File: src/hdl/vna_pkg.sv
// Package for the vertex normal accumulator: shared constants, codes and the
// controller/datapath command and status structs. No dependencies.
package vna_pkg;

    localparam int DEF_MAX_VERTICES = 1024;
    localparam int DEF_POS_BITS     = 16;
    localparam int DEF_ACC_BITS     = 48;

    localparam logic [1:0] ACT_WRITE = 2'd0;
    localparam logic [1:0] ACT_ADD   = 2'd1;
    localparam logic [1:0] ACT_READ  = 2'd2;
    localparam logic [1:0] ACT_CLEAR = 2'd3;

    // Datapath operations issued by the controller.
    localparam logic [3:0] OP_NONE      = 4'd0;
    localparam logic [3:0] OP_LATCH     = 4'd1;
    localparam logic [3:0] OP_POS_WRITE = 4'd2;
    localparam logic [3:0] OP_POS_RD    = 4'd3;
    localparam logic [3:0] OP_EDGE      = 4'd4;
    localparam logic [3:0] OP_CROSS     = 4'd5;
    localparam logic [3:0] OP_ACC_RD    = 4'd6;
    localparam logic [3:0] OP_ACC_WR    = 4'd7;
    localparam logic [3:0] OP_CLR       = 4'd8;
    localparam logic [3:0] OP_NORM      = 4'd9;

    typedef struct packed {
        logic [3:0] op;
        logic [1:0] sel;
    } vna_cmd_t;

    typedef struct packed {
        logic [1:0] action;
        logic       idx_ok;
        logic       tri_ok;
        logic       clr_done;
        logic       norm_done;
    } vna_status_t;

endpackage

File: src/hdl/vna_ctrl.sv
// Controller state machine sequencing the datapath for each action.
// Depends on vna_pkg.
module vna_ctrl (
    input  logic                 clk,
    input  logic                 rst_n,
    input  logic                 in_fire,
    output logic                 in_ready,
    input  logic                 out_ready,
    output logic                 out_valid,
    output logic                 out_bad,
    output vna_pkg::vna_cmd_t    cmd,
    input  vna_pkg::vna_status_t status
);
    import vna_pkg::*;

    localparam logic [3:0] S_IDLE  = 4'd0;
    localparam logic [3:0] S_DEC   = 4'd1;
    localparam logic [3:0] S_PRD   = 4'd2;
    localparam logic [3:0] S_CROSS = 4'd3;
    localparam logic [3:0] S_ARD   = 4'd4;
    localparam logic [3:0] S_AWAIT = 4'd5;
    localparam logic [3:0] S_AWR   = 4'd6;
    localparam logic [3:0] S_CLR   = 4'd7;
    localparam logic [3:0] S_RRD   = 4'd8;
    localparam logic [3:0] S_RWAIT = 4'd9;
    localparam logic [3:0] S_NORM  = 4'd10;
    localparam logic [3:0] S_OUT   = 4'd11;

    logic [3:0] state_reg, state_next;
    logic [2:0] step_reg, step_next;
    logic       bad_reg, bad_next;

    always_comb
    begin
        state_next = state_reg;
        step_next  = step_reg;
        bad_next   = bad_reg;
        cmd        = '{op: OP_NONE, sel: 2'd3};
        unique case (state_reg)
            S_IDLE:
            if (in_fire)
            begin
                cmd.op     = OP_LATCH;
                state_next = S_DEC;
            end
            S_DEC:
            begin
                step_next = 3'd0;
                unique case (status.action)
                    ACT_WRITE:
                    begin
                        if (status.idx_ok) cmd.op = OP_POS_WRITE;
                        state_next = S_IDLE;
                    end
                    ACT_ADD:   state_next = status.tri_ok ? S_PRD : S_IDLE;
                    ACT_READ:
                    begin
                        bad_next   = !status.idx_ok;
                        state_next = status.idx_ok ? S_RRD : S_OUT;
                    end
                    default:   state_next = S_CLR;
                endcase
            end
            S_PRD:
            begin
                // Read a, b, c; each result is taken in the step whose sel is one higher.
                cmd.op    = OP_POS_RD;
                cmd.sel   = step_reg[1:0];
                step_next = step_reg + 3'd1;
                if (step_reg == 3'd3)
                begin
                    step_next  = 3'd0;
                    state_next = S_CROSS;
                end
            end
            S_CROSS:
            begin
                cmd.op    = OP_CROSS;
                cmd.sel   = step_reg[1:0];
                step_next = step_reg + 3'd1;
                if (step_reg == 3'd1)
                begin
                    step_next  = 3'd0;
                    state_next = S_ARD;
                end
            end
            S_ARD:
            begin
                cmd.op     = OP_ACC_RD;
                cmd.sel    = step_reg[1:0];
                state_next = S_AWAIT;
            end
            S_AWAIT:
            begin
                cmd.sel    = step_reg[1:0];
                state_next = S_AWR;
            end
            S_AWR:
            begin
                cmd.op    = OP_ACC_WR;
                cmd.sel   = step_reg[1:0];
                step_next = step_reg + 3'd1;
                state_next = (step_reg == 3'd2) ? S_IDLE : S_ARD;
            end
            S_CLR:
            begin
                cmd.op = OP_CLR;
                if (status.clr_done)
                begin
                    cmd.op     = OP_NONE;
                    state_next = S_IDLE;
                end
            end
            S_RRD:   state_next = S_RWAIT;
            S_RWAIT:
            begin
                cmd.op     = OP_NORM;
                state_next = S_NORM;
            end
            S_NORM:  if (status.norm_done) state_next = S_OUT;
            S_OUT:   if (out_ready) state_next = S_IDLE;
            default: state_next = S_IDLE;
        endcase
    end

    // Reset starts with a clearing pass so the accumulators begin at zero.
    always_ff @(posedge clk or negedge rst_n)
    begin
        if (!rst_n)
        begin
            state_reg <= S_CLR;
            step_reg  <= '0;
            bad_reg   <= 1'b0;
        end
        else
        begin
            state_reg <= state_next;
            step_reg  <= step_next;
            bad_reg   <= bad_next;
        end
    end

    assign in_ready  = (state_reg == S_IDLE);
    assign out_valid = (state_reg == S_OUT);
    assign out_bad   = bad_reg;
endmodule
File: config.mk
export PLATFORM = sky130hd
export DESIGN_NAME = vna_ctrl
export DESIGN_NICKNAME = d
export VERILOG_FILES = /design/src/hdl/vna_pkg.sv /design/src/hdl/vna_ctrl.sv
export SDC_FILE = /design/constraint.sdc
export NUM_CORES = 1
export LEC_CHECK = 0
export ABC_AREA = 1
export BUFFER_PORTS_ARGS = -buffer_cell sky130_fd_sc_hd__buf_2
export CORE_MARGIN = 2
export CORE_UTILIZATION = 52
export DETAILED_ROUTE_END_ITERATION = 6
export GPL_TIMING_DRIVEN = 0
export PLACE_DENSITY = 0.78
export SYNTH_ARGS = -nofsm -noshare
export SYNTH_HDL_FRONTEND = slang
export SYNTH_SLANG_ARGS = --single-unit
File: constraint.sdc
create_clock -name clk -period 1.6 [get_ports clk]
set_clock_uncertainty 0.1 [all_clocks]
set_input_delay 0 -clock clk [delete_from_list [all_inputs] [get_ports clk]]
set_output_delay 0 -clock clk [all_outputs]
set_load 0.005 [all_outputs]
== Word level (Yosys, flattened, before mapping) ==
Cells that the tools add are included.
Widths: inputs -> output; s select.
Storage, ports and cells
  register bits after elaboration: 8
  output and inout bits: 9
  word-level logic and storage cells: 53
Operators by class
  add/subtract/negate cells: 1
  equal/unequal tests: 22
  mux-type cells: 20
  reduce and logical (&&, ||, !) cells: 7
Operators by type and width (number)
  $pmux 4 s12: 1
  $pmux 4 s8: 1
  $mux 4: 7
  $eq 4x3->1 const B: 4
  $eq 4x4->1 const B: 4
  $ne 2x2->1 const B: 6
  $pmux 3 s4: 1
  $pmux 4 s3: 1
  $mux 2: 5
  $mux 3: 3
  $eq 4x2->1 const B: 2
  $eq 3x2->1 const B: 2
  $reduce_and 6->1: 1
  $reduce_or 5->1: 1
  $eq 4x1->1 const B: 1
  $logic_not 4->1: 1
  $reduce_bool 4->1: 1
  $add 3x1->3 const B: 1
  $eq 3x1->1 const B: 1
  $eq 2x1->1 const B: 1
  $eq 2x2->1 const B: 1
  $logic_not 2->1: 1
  $reduce_and 2->1: 1
  $logic_not 1->1: 1
  $mux 1: 1

== Depth between registers and ports, before layout ==
Gate-level depths: netlist (run 1).
  word-level depth: 3
  gate-level depth with buffers: 9
  gate-level depth less buffers: 9

== Worst setup path before layout (run 1) ==
OpenSTA, ideal clock, no wires.
  path kind: register to register
  start point: register state_reg[0]
  end point: register state_reg[3]
  arrival: 1.213 ns
  setup slack: 0.169 ns
  stages on the path, launching flop included: 9
  buffers on the path: 1
  period minus slack after synthesis: 1.431 ns
  path through: dfstp_2 > buf_2 > nand2_1 > nor2_1 > nand2_1 > nand2_1 > nor2_4 > nand3_1 > nand2_1
On the way
  word-level cells in the longest chain between the ends: 3
Ends and longest elaborated chain
  from (decl): RTL line vna_ctrl.sv:29  | logic [3:0] state_reg, state_next;
  from (signal assigned): RTL line vna_ctrl.sv:137  | state_reg <= state_next;
  $eq 4x2->1, or another cell as far along: RTL line vna_ctrl.sv:39  | unique case (state_reg)
  $ne 2x2->1 (no line)
  $reduce_and 6->1 (no line)
Parallel ways exist; a longest one is shown, timed or not.
A chain may end at the register's enable or synchronous reset.

== Final worst setup path (run 1) ==
  start point: register state_reg[1]
  end point: register state_reg[3]
Same word-level chain as after synthesis.

==> results of run 1 <==
## routing by layer
layer	routed length, µm	vias to the layer above
met1	1000	426
li1	-	463
met4	12	0
met2	1220	43
met3	149	4
met5	0	-
## power groups by stage
stage	Clock [mW]	Combinational, mW	Sequential [mW]
3_5_place_dp	0	0.998	0.375
6_report	0.154	1.28	0.454
2_1_floorplan	0	0.723	0.365
4_1_cts	0.160	1.03	0.408
3_3_place_gp	0	0.978	0.372
5_1_grt	0.176	1.43	0.460
## timing repair
action | in CTS | in global routing
setup endpoints to repair | 3 | 10
buffers inserted | 4 | 6
hold buffers | 3 | 0
endpoints found under the hold margin | 10 | 0
cloned | 0 | 1
gates resized for setup | 3 | 20
pin swaps | 1 | 8
## area by class of cell
type | instances | share of cell area, %
clock buffer | 4 | 2.38
inverter | 20 | 7.49
multi-input combinational | 97 | 52.0
sequential | 8 | 18.6
tap | 16 | 1.82
timing repair buffer | 31 | 17.7
## worst max-delay path, delay by kind of cell (launching register included)
family,cells,cell delay (ns)
and+or+nand+nor,6,0.50
buffers and inverters,2,0.24
DFF,1,0.68
## logic make-up after synthesis
family	Yosys count	share of synthesized area, %
DFF	8	25.8
AOI/OAI and AO/OA	10	7.11
and+or+nand+nor	81	49.1
adders and majority gates	5	7.90
buffers and inverters	21	10.1
## Yosys cell counts, drive strengths merged
| cell | number | share of area (%) |
|---|---|---|
| o2111ai | 1 | 1.1 |
| nand3 | 13 | 9.5 |
| o21bai | 1 | 0.95 |
| nor2 | 12 | 10 |
| a21oi | 3 | 1.9 |
| nand2 | 50 | 24 |
| buf | 1 | 0.63 |
| dfstp | 3 | 10 |
| nand3b | 2 | 1.9 |
| o21ai | 5 | 3.2 |
| nand4 | 2 | 1.6 |
| and2 | 1 | 1.1 |
| inv | 20 | 9.5 |
| nor3 | 1 | 0.63 |
| dfrtp | 5 | 16 |
| ha | 5 | 7.9 |
## through the flow
| step | total power [mW] | hold WS, ns |
|---|---|---|
| floorplan | 1.09 | -0.396 |
| global placement | 1.35 | -0.257 |
| detailed placement | 1.37 | -0.256 |
| CTS | 1.60 | 0.0110 |
| global route | 2.06 | 0.0384 |
| finish | 1.89 | 0.0193 |
## path summary, 6_finish.rpt
check / endpoint / start / depth (start not counted) / slack [ns]
setup / recovery: state_reg[3]$_DFFE_PN0P_ / state_reg[1]$_DFFE_PN1P_ / 8 / -0.03
hold / removal: step_reg[2]$_DFFE_PN0P_ / rst_n / 2 / 0.02
setup reg to reg: state_reg[3]$_DFFE_PN0P_ / state_reg[1]$_DFFE_PN1P_ / 8 / -0.03
hold reg to reg: out_bad$_DFFE_PN0P_ / out_bad$_DFFE_PN0P_ / 2 / 0.42
max in group asynchronous: state_reg[1]$_DFFE_PN1P_ / rst_n / 2 / 1.15
min in group clk: state_reg[3]$_DFFE_PN0P_ / status[0] / 6 / 0.05
## cells in the final DEF (no fill, tap or decap), drive strengths merged
master and instances:
o21ai 5, a21oi 3, ha 5, o21bai 1, buf 28, o2111ai 1
dlygate4sd3 3, nand4 2, dfrtp 5, nor3 1, inv 20, nand3 13
and2 1, nand3b 2, dfstp 3, nor2 13, clkbuf 4, nand2 50
==> metrics.yaml, run 1 <==
cells_and_area:
  fin_nets: 176
  regArea_um2: 205
  n_antenna_cell: 0
  post-route-util_pct: 74.9
  fill_cells: 123
  fin_cells: 176
  drive_gt1_share_pct: 38.8
  design_area_mm2: 0.00110
  multiInputGateArea_um2: 573
  area_growth_pct: 39.2
  largest_register_ffs: 4
sta:
  final.setup.tns_ns: -0.0507
  finalCritPeriodShare_pct: 102
  hold_violations: 0
  setup_viol: 3
  rsz0062_at_grt: "true"
  drv_slew: 0
  setup_ws_ns: -0.0350
  worst_pin_slew_ns: 0.317
  period_needed_ns: 1.63
  relSlewSlack_pct: 78.7
  fmaxAchievable_mhz: 612
global_route:
  overflow: 0
  top_usage_layer: "met2"
  grt.total_usage_pct: 23.9
  grt_pass1_wl_mm: 3.32
  gr-usage-met2_pct: 39.4
  grt_pass1_vias: 811
  grt_max_degree: 11
  grt.met1_usage_pct: 29.5
  grtUsageMet3_pct: 4.26
  antenna_found_initial: 0
floorplanning:
  die_area_mm2: 0.00185
  die_w_um: 43.0
  ios: 19
  num_rows: 14
  fp.dieH_um: 43.0
  core_area_mm2: 0.00147
  initial_utilization_pct: 53.8
power_and_ir_drop:
  power_density_mw_per_mm2: 1720
  clkPwrFrac_pct: 8.1
  p_switching_uw: 956
  swShare_pct: 50.5
  seqPwrFrac_pct: 24.0
  ir_worst_vdd_uv: 981
  power_leakage_nw: 0.629
  p_int_uw: 936
  power_frac_comb_pct: 67.9
clocking:
  root_buffer: "clkbuf_4"
  ctsHtreeMaxLevel: 1
  clkLatencyLatePin_ns: 0.24
  path_clk_slew_ns: 0.05
  clock_path_buffers: 2
  cts_tree: "built"
  cts.sinks: 8
  cts_buffers: 3
detailed_routing:
  vias: 936
  drtPass1Iterations: 4
  via_per_inst: 5.32
  ant_nets: 0
  drt_iter0_markers: 46
  wl_mm: 2.39
  wl_per_cell_um: 13.6
  route.detailed.drc: 0
synth:
  synth.net_count: 140
  synth_cell_types: 22
  seq_area_frac_synth_pct: 25.8
  yosysWarnings: 0
  synth_area_um2: 792
  yosys_register_bits: 8
  avgSynthCellArea_um2: 6.34
  syn_inst: 125
setup_path:
  cp.required_ns: 1.62
  critical_path_class: "reg -> reg"
  crit_arrival_ns: 1.66
  path_max_fanout: 7
  end_kind: "flip-flop"
  critical_path.slowest_cell: "dfstp_2"
  startpoint_type: "flip-flop"
  cpMostUsedCell: "nor2_4"
  cp_cell_sequence: "inv_4 > nor2_4 > buf_4 > nand3_4 > nand2_2 > nor2_4 > nand3_1 > nand2_1"
  critPathMaxStageDelay_ns: 0.68
run_status:
  violations: "setup timing"
  status: "complete, but fails checks"
placed_design:
  place_area_um2: 902
  io_buffers: 18
  place.gp.congestion: 0.895
  post-place-ws_ns: 0.0146
  dp_hpwl_mm: 1.48
  dp_cells: 159
run:
  maxCapViolations: 0
hold_path:
  hold_path.class: "in -> async"
Power figures use the tool's default switching activity.
==> run 2, diff against run 1 <==
--- a/config.mk
+++ b/config.mk
@@ -12,6 +12,7 @@
 export DETAILED_ROUTE_END_ITERATION = 6
 export GPL_TIMING_DRIVEN = 0
 export PLACE_DENSITY = 0.78
+export RECOVER_POWER = 50
 export SYNTH_ARGS = -nofsm -noshare
 export SYNTH_HDL_FRONTEND = slang
 export SYNTH_SLANG_ARGS = --single-unit
==> run 2 against run 1 <==
  * The run still ends with setup timing left
  * Sequential power about the same
  * Maximum frequency about the same
  * Sequential share of layout area about the same
  * First-iteration DRC count unchanged
  * Combinational power about the same
  * Highest routed layer unchanged
  * Core utilization shrank 0.085 points
==> metrics.yaml, run 2 (same netlist as run 1, synthesis figures left out) <==
sta:
  relSlewSlack_pct: 73.3
  hold_violations: 0
  fmaxAchievable_mhz: 612
  setup_viol: 3
  rsz0062_at_grt: "true"
  worst_pin_slew_ns: 0.401
  setup_ws_ns: -0.0349
  finalCritPeriodShare_pct: 102
  drv_slew: 0
  whs_ns: 0.0468
  period_needed_ns: 1.63
setup_path:
  cp_cell_sequence: "inv_4 > nor2_4 > buf_4 > nand3_4 > nand2_2 > nor2_4 > nand3_1 > nand2_1"
  end_kind: "flip-flop"
  critical_path.slowest_cell: "dfstp_2"
  cpMostUsedCell: "nor2_4"
  crit_family: "flip-flops"
  startpoint_type: "flip-flop"
  crit_arrival_ns: 1.66
  path_max_fanout: 7
  critical_path_class: "reg -> reg"
  cp.required_ns: 1.62
  critPathMaxStageDelay_ns: 0.68
  cp_num_buf_inv: 2
cells_and_area:
  largest_register_ffs: 4
  most-common-layout-cells: "nand2_1, buf_2, inv_1"
  fin_nets: 176
  area_growth_pct: 39.0
  layout_commonest_cell: "nand2_1"
  drive_gt1_share_pct: 38.1
  design_area_mm2: 0.00110
  n_antenna_cell: 0
  post-route-util_pct: 74.8
global_route:
  grt_pass1_wl_mm: 3.32
  overflow: 0
  grt_pass1_vias: 811
  grt.total_usage_pct: 23.9
  grt_max_degree: 11
  antenna_found_initial: 0
clocking:
  root_buffer: "clkbuf_4"
  cts_tree: "built"
  clock_path_buffers: 2
  cts_buffers: 3
  cts.sinks: 8
  clkLatencyLatePin_ns: 0.24
  ctsHtreeMaxLevel: 1
  path_clk_slew_ns: 0.05
floorplanning:
  num_rows: 14
  ios: 19
  fp.dieH_um: 43.0
  initial_utilization_pct: 53.8
  die_w_um: 43.0
  core_area_mm2: 0.00147
  die_area_mm2: 0.00185
run_status:
  status: "complete, but fails checks"
  violations: "setup timing"
power_and_ir_drop:
  clkPwrFrac_pct: 8.1
  total_power_mw: 1.89
  ir_worst_vdd_uv: 979
  power_frac_comb_pct: 67.9
  seqPwrFrac_pct: 24.0
  p_int_uw: 935
  power_density_mw_per_mm2: 1720
  p_switching_uw: 956
  power_leakage_nw: 0.627
  swShare_pct: 50.6
hold_path:
  hold_path.class: "in -> reg"
placed_design:
  io_buffers: 18
  dp_hpwl_mm: 1.48
  place.gp.congestion: 0.895
  place_area_um2: 902
  post-place-ws_ns: 0.0146
detailed_routing:
  drtPass1Iterations: 4
  via_per_inst: 5.32
  wl_per_cell_um: 13.6
  wl_mm: 2.39
  vias: 936
  drt_iter0_markers: 46
  ant_nets: 0
  route.detailed.drc: 0
run:
  maxCapViolations: 0
run 2: cell types whose count changed in the layout (fill, tap and decap cells not counted), sizes merged:
cell,previous run,this run
clkbuf,4,5
buf,28,27
run 2: cell type report:
type | count | area, µm²
fill | 123 | 370
multi-input combinational | 97 | 573
inverter | 20 | 82.6
clock buffer | 4 | 26.3
tap | 16 | 20.0
sequential | 8 | 205
timing repair buffer | 31 | 194
run 2: worst min-delay path: cells and delay by family:
kind | cells | cell delay, ns
buf+inv | 2 | 0.13
simple gates | 4 | 0.21
run 2: stage by stage:
stage / instances / TNS, ns
after floorplan: 125 / 0
after global placement: 159 / 0
after detailed placement: 159 / 0
after CTS: 169 / 0
after global routing: 176 / -0.775
final: 176 / -0.0506
run 2: metal layers:
layer / track usage, % / routed length, µm / vias to the layer above
li1: - / - / 463
met1: 29.5 / 1000 / 426
met2: 39.4 / 1220 / 43
met3: 4.26 / 149 / 4
met4: 12.1 / 12 / 0
met5: 0 / 0 / -
run 2: power groups by stage:
stage	clock network, mW	registers [mW]	logic [mW]
2_1_floorplan	0	0.365	0.723
3_3_place_gp	0	0.372	0.978
3_5_place_dp	0	0.375	0.998
4_1_cts	0.160	0.408	1.03
6_report	0.153	0.454	1.28
5_1_grt	0.176	0.460	1.43
run 2: worst paths after layout:
kind | start | endpoint | slack [ns] | cells past startpoint
hold reg to reg | out_bad$_DFFE_PN0P_ | out_bad$_DFFE_PN0P_ | 0.42 | 2
max in group asynchronous | rst_n | state_reg[1]$_DFFE_PN1P_ | 0.99 | 2
min in group asynchronous | rst_n | step_reg[2]$_DFFE_PN0P_ | 0.09 | 2
setup reg to reg | state_reg[1]$_DFFE_PN1P_ | state_reg[3]$_DFFE_PN0P_ | -0.03 | 8
hold / removal | status[0] | state_reg[3]$_DFFE_PN0P_ | 0.05 | 6
setup / recovery | state_reg[1]$_DFFE_PN1P_ | state_reg[3]$_DFFE_PN0P_ | -0.03 | 8
run 2: timing repair:
action / in CTS / in global routing
setup buffers: 4 / 6
cloned: 0 / 1
resized for setup: 3 / 20
hold buffers: 3 / 0
pin swaps: 1 / 8
hold endpoints to repair: 10 / 0
endpoints found under the setup margin: 3 / 10
==> run 3, diff against run 2 <==
--- a/config.mk
+++ b/config.mk
@@ -8,10 +8,9 @@
 export ABC_AREA = 1
 export BUFFER_PORTS_ARGS = -buffer_cell sky130_fd_sc_hd__buf_2
 export CORE_MARGIN = 2
-export CORE_UTILIZATION = 52
+export CORE_UTILIZATION = 40
 export DETAILED_ROUTE_END_ITERATION = 6
 export GPL_TIMING_DRIVEN = 0
-export PLACE_DENSITY = 0.78
 export RECOVER_POWER = 50
 export SYNTH_ARGS = -nofsm -noshare
 export SYNTH_HDL_FRONTEND = slang
==> run 3 against run 2 <==
  * The flow now finishes without violations
  * First-iteration DRC count shrank 57%
  * Sequential share of layout area grew 0.21 points
  * Setup slack better by 0.058 ns
  * Critical endpoint is now state_reg[0]$_DFFE_PN1P_
  * Largest power group unchanged
==> metrics.yaml, run 3 (same netlist as run 1, synthesis figures left out) <==
run_status:
  status: "finished, final reports clean"
global_route:
  grt_max_degree: 11
  grt_pass1_vias: 777
  grt_pass1_wl_mm: 3.19
  grt.total_usage_pct: 17.1
  overflow: 0
  antenna_found_initial: 0
power_and_ir_drop:
  power_leakage_nw: 0.606
  ir_worst_vdd_uv: 849
  power_density_mw_per_mm2: 1660
  total_power_mw: 1.80
detailed_routing:
  drtPass1Iterations: 4
  ant_nets: 0
  wl_per_cell_um: 10.4
  drt_iter0_markers: 20
  wl_mm: 1.91
  vias: 890
  route.detailed.drc: 0
  via_per_inst: 4.84
run:
  maxCapViolations: 0
cells_and_area:
  drive_gt1_share_pct: 35.0
  layout_commonest_cell: "nand2_1"
  largest_register_ffs: 4
  n_antenna_cell: 0
  area_growth_pct: 36.7
  fin_nets: 173
  most-common-layout-cells: "nand2_1, buf_2, inv_1"
  design_area_mm2: 0.00108
clocking:
  cts_tree: "built"
  path_clk_slew_ns: 0.05
  root_buffer: "clkbuf_4"
  clkLatencyLatePin_ns: 0.25
  cts.sinks: 8
  ctsHtreeMaxLevel: 1
  clock_path_buffers: 2
  cts_buffers: 3
sta:
  fmaxAchievable_mhz: 634
  hold_violations: 0
  rsz0062_at_grt: "true"
  final.setup.tns_ns: 0
  whs_ns: 0.0324
  finalCritPeriodShare_pct: 98.6
  relSlewSlack_pct: 72.9
  worst_pin_slew_ns: 0.407
  drv_slew: 0
  setup_viol: 0
  setup_ws_ns: 0.0230
  period_needed_ns: 1.58
placed_design:
  post-place-ws_ns: 0.0294
  dp_hpwl_mm: 1.52
  place_area_um2: 916
  io_buffers: 18
  place.gp.congestion: 0.821
setup_path:
  startpoint_type: "flip-flop"
  crit_arrival_ns: 1.65
  end_kind: "flip-flop"
  cp.required_ns: 1.67
  critical_path_class: "reg -> reg"
  path_max_fanout: 6
floorplanning:
  die_w_um: 48.5
  initial_utilization_pct: 41.2
  die_area_mm2: 0.00235
  fp.dieH_um: 48.5
  num_rows: 16
  core_area_mm2: 0.00192
  ios: 19
hold_path:
  hold_path.class: "in -> reg"
## run 3: changes by cell type in the layout (fill, tap and decap cells not counted), sizes merged
| cell | delta |
|---|---|
| nor2 | -1 |
| dlygate4sd3 | +1 |
| buf | -3 |
## run 3: path summary, 6_finish.rpt
kind	end	depth (start not counted)	slack [ns]	start
setup / recovery	state_reg[0]$_DFFE_PN1P_	9	0.02	state_reg[0]$_DFFE_PN1P_
hold / removal	out_bad$_DFFE_PN0P_	3	0.03	status[5]
setup reg to reg	state_reg[0]$_DFFE_PN1P_	9	0.02	state_reg[0]$_DFFE_PN1P_
hold reg to reg	out_bad$_DFFE_PN0P_	2	0.40	out_bad$_DFFE_PN0P_
max in group asynchronous	state_reg[2]$_DFFE_PN1P_	2	0.99	rst_n
min in group asynchronous	state_reg[3]$_DFFE_PN0P_	2	0.08	rst_n
## run 3: routing by layer
metal | track usage (%) | up-vias | part of all wire, % | wire (µm)
met1 | 23.7 | 398 | 48 | 922
met5 | 0 | - | 0 | 0
met3 | 3.09 | 5 | 4.1 | 78
met4 | 7.62 | 0 | 2.2 | 42
li1 | - | 460 | - | -
met2 | 26.2 | 27 | 45 | 863
## run 3: timing repair
action / CTS / global route
endpoints found under the setup margin: 4 / 11
setup buffers: 5 / 2
pin swaps: 3 / 3
hold buffers: 4 / 0
endpoints found under the hold margin: 11 / 0
gates resized for setup: 6 / 9
## run 3: through the flow
stage	instances	util (%)
floorplan	125	-
global placement	170	47.7
detailed placement	170	47.7
CTS	182	54.4
global route	184	56.3
finish	184	56.3
## run 3: critical path, stage by stage (launching register included)
cell	delay, ns
dfstp_2	0.62
buf_12	0.13
nor2_4	0.03
buf_4	0.15
nand3_4	0.07
nand2_2	0.07
nor2_4	0.16
nand2_2	0.07
nand2_1	0.06
nand2_1	0.05
## run 3: cell type report
cell class	count	area, µm²
clock buffer	4	26.3
fill	188	840
inverter	20	75.1
multi-input combinational	96	549
sequential	8	204
tap	27	33.8
timing repair buffer	29	194
## run 3: where the power goes
part | leakage (nW) | total, mW | internal (mW) | switching, mW
Sequential | 0.0977 | 0.413 | 0.305 | 0.109
Clock | 0.0150 | 0.157 | 0.0950 | 0.0624
Combinational | 0.493 | 1.23 | 0.537 | 0.689
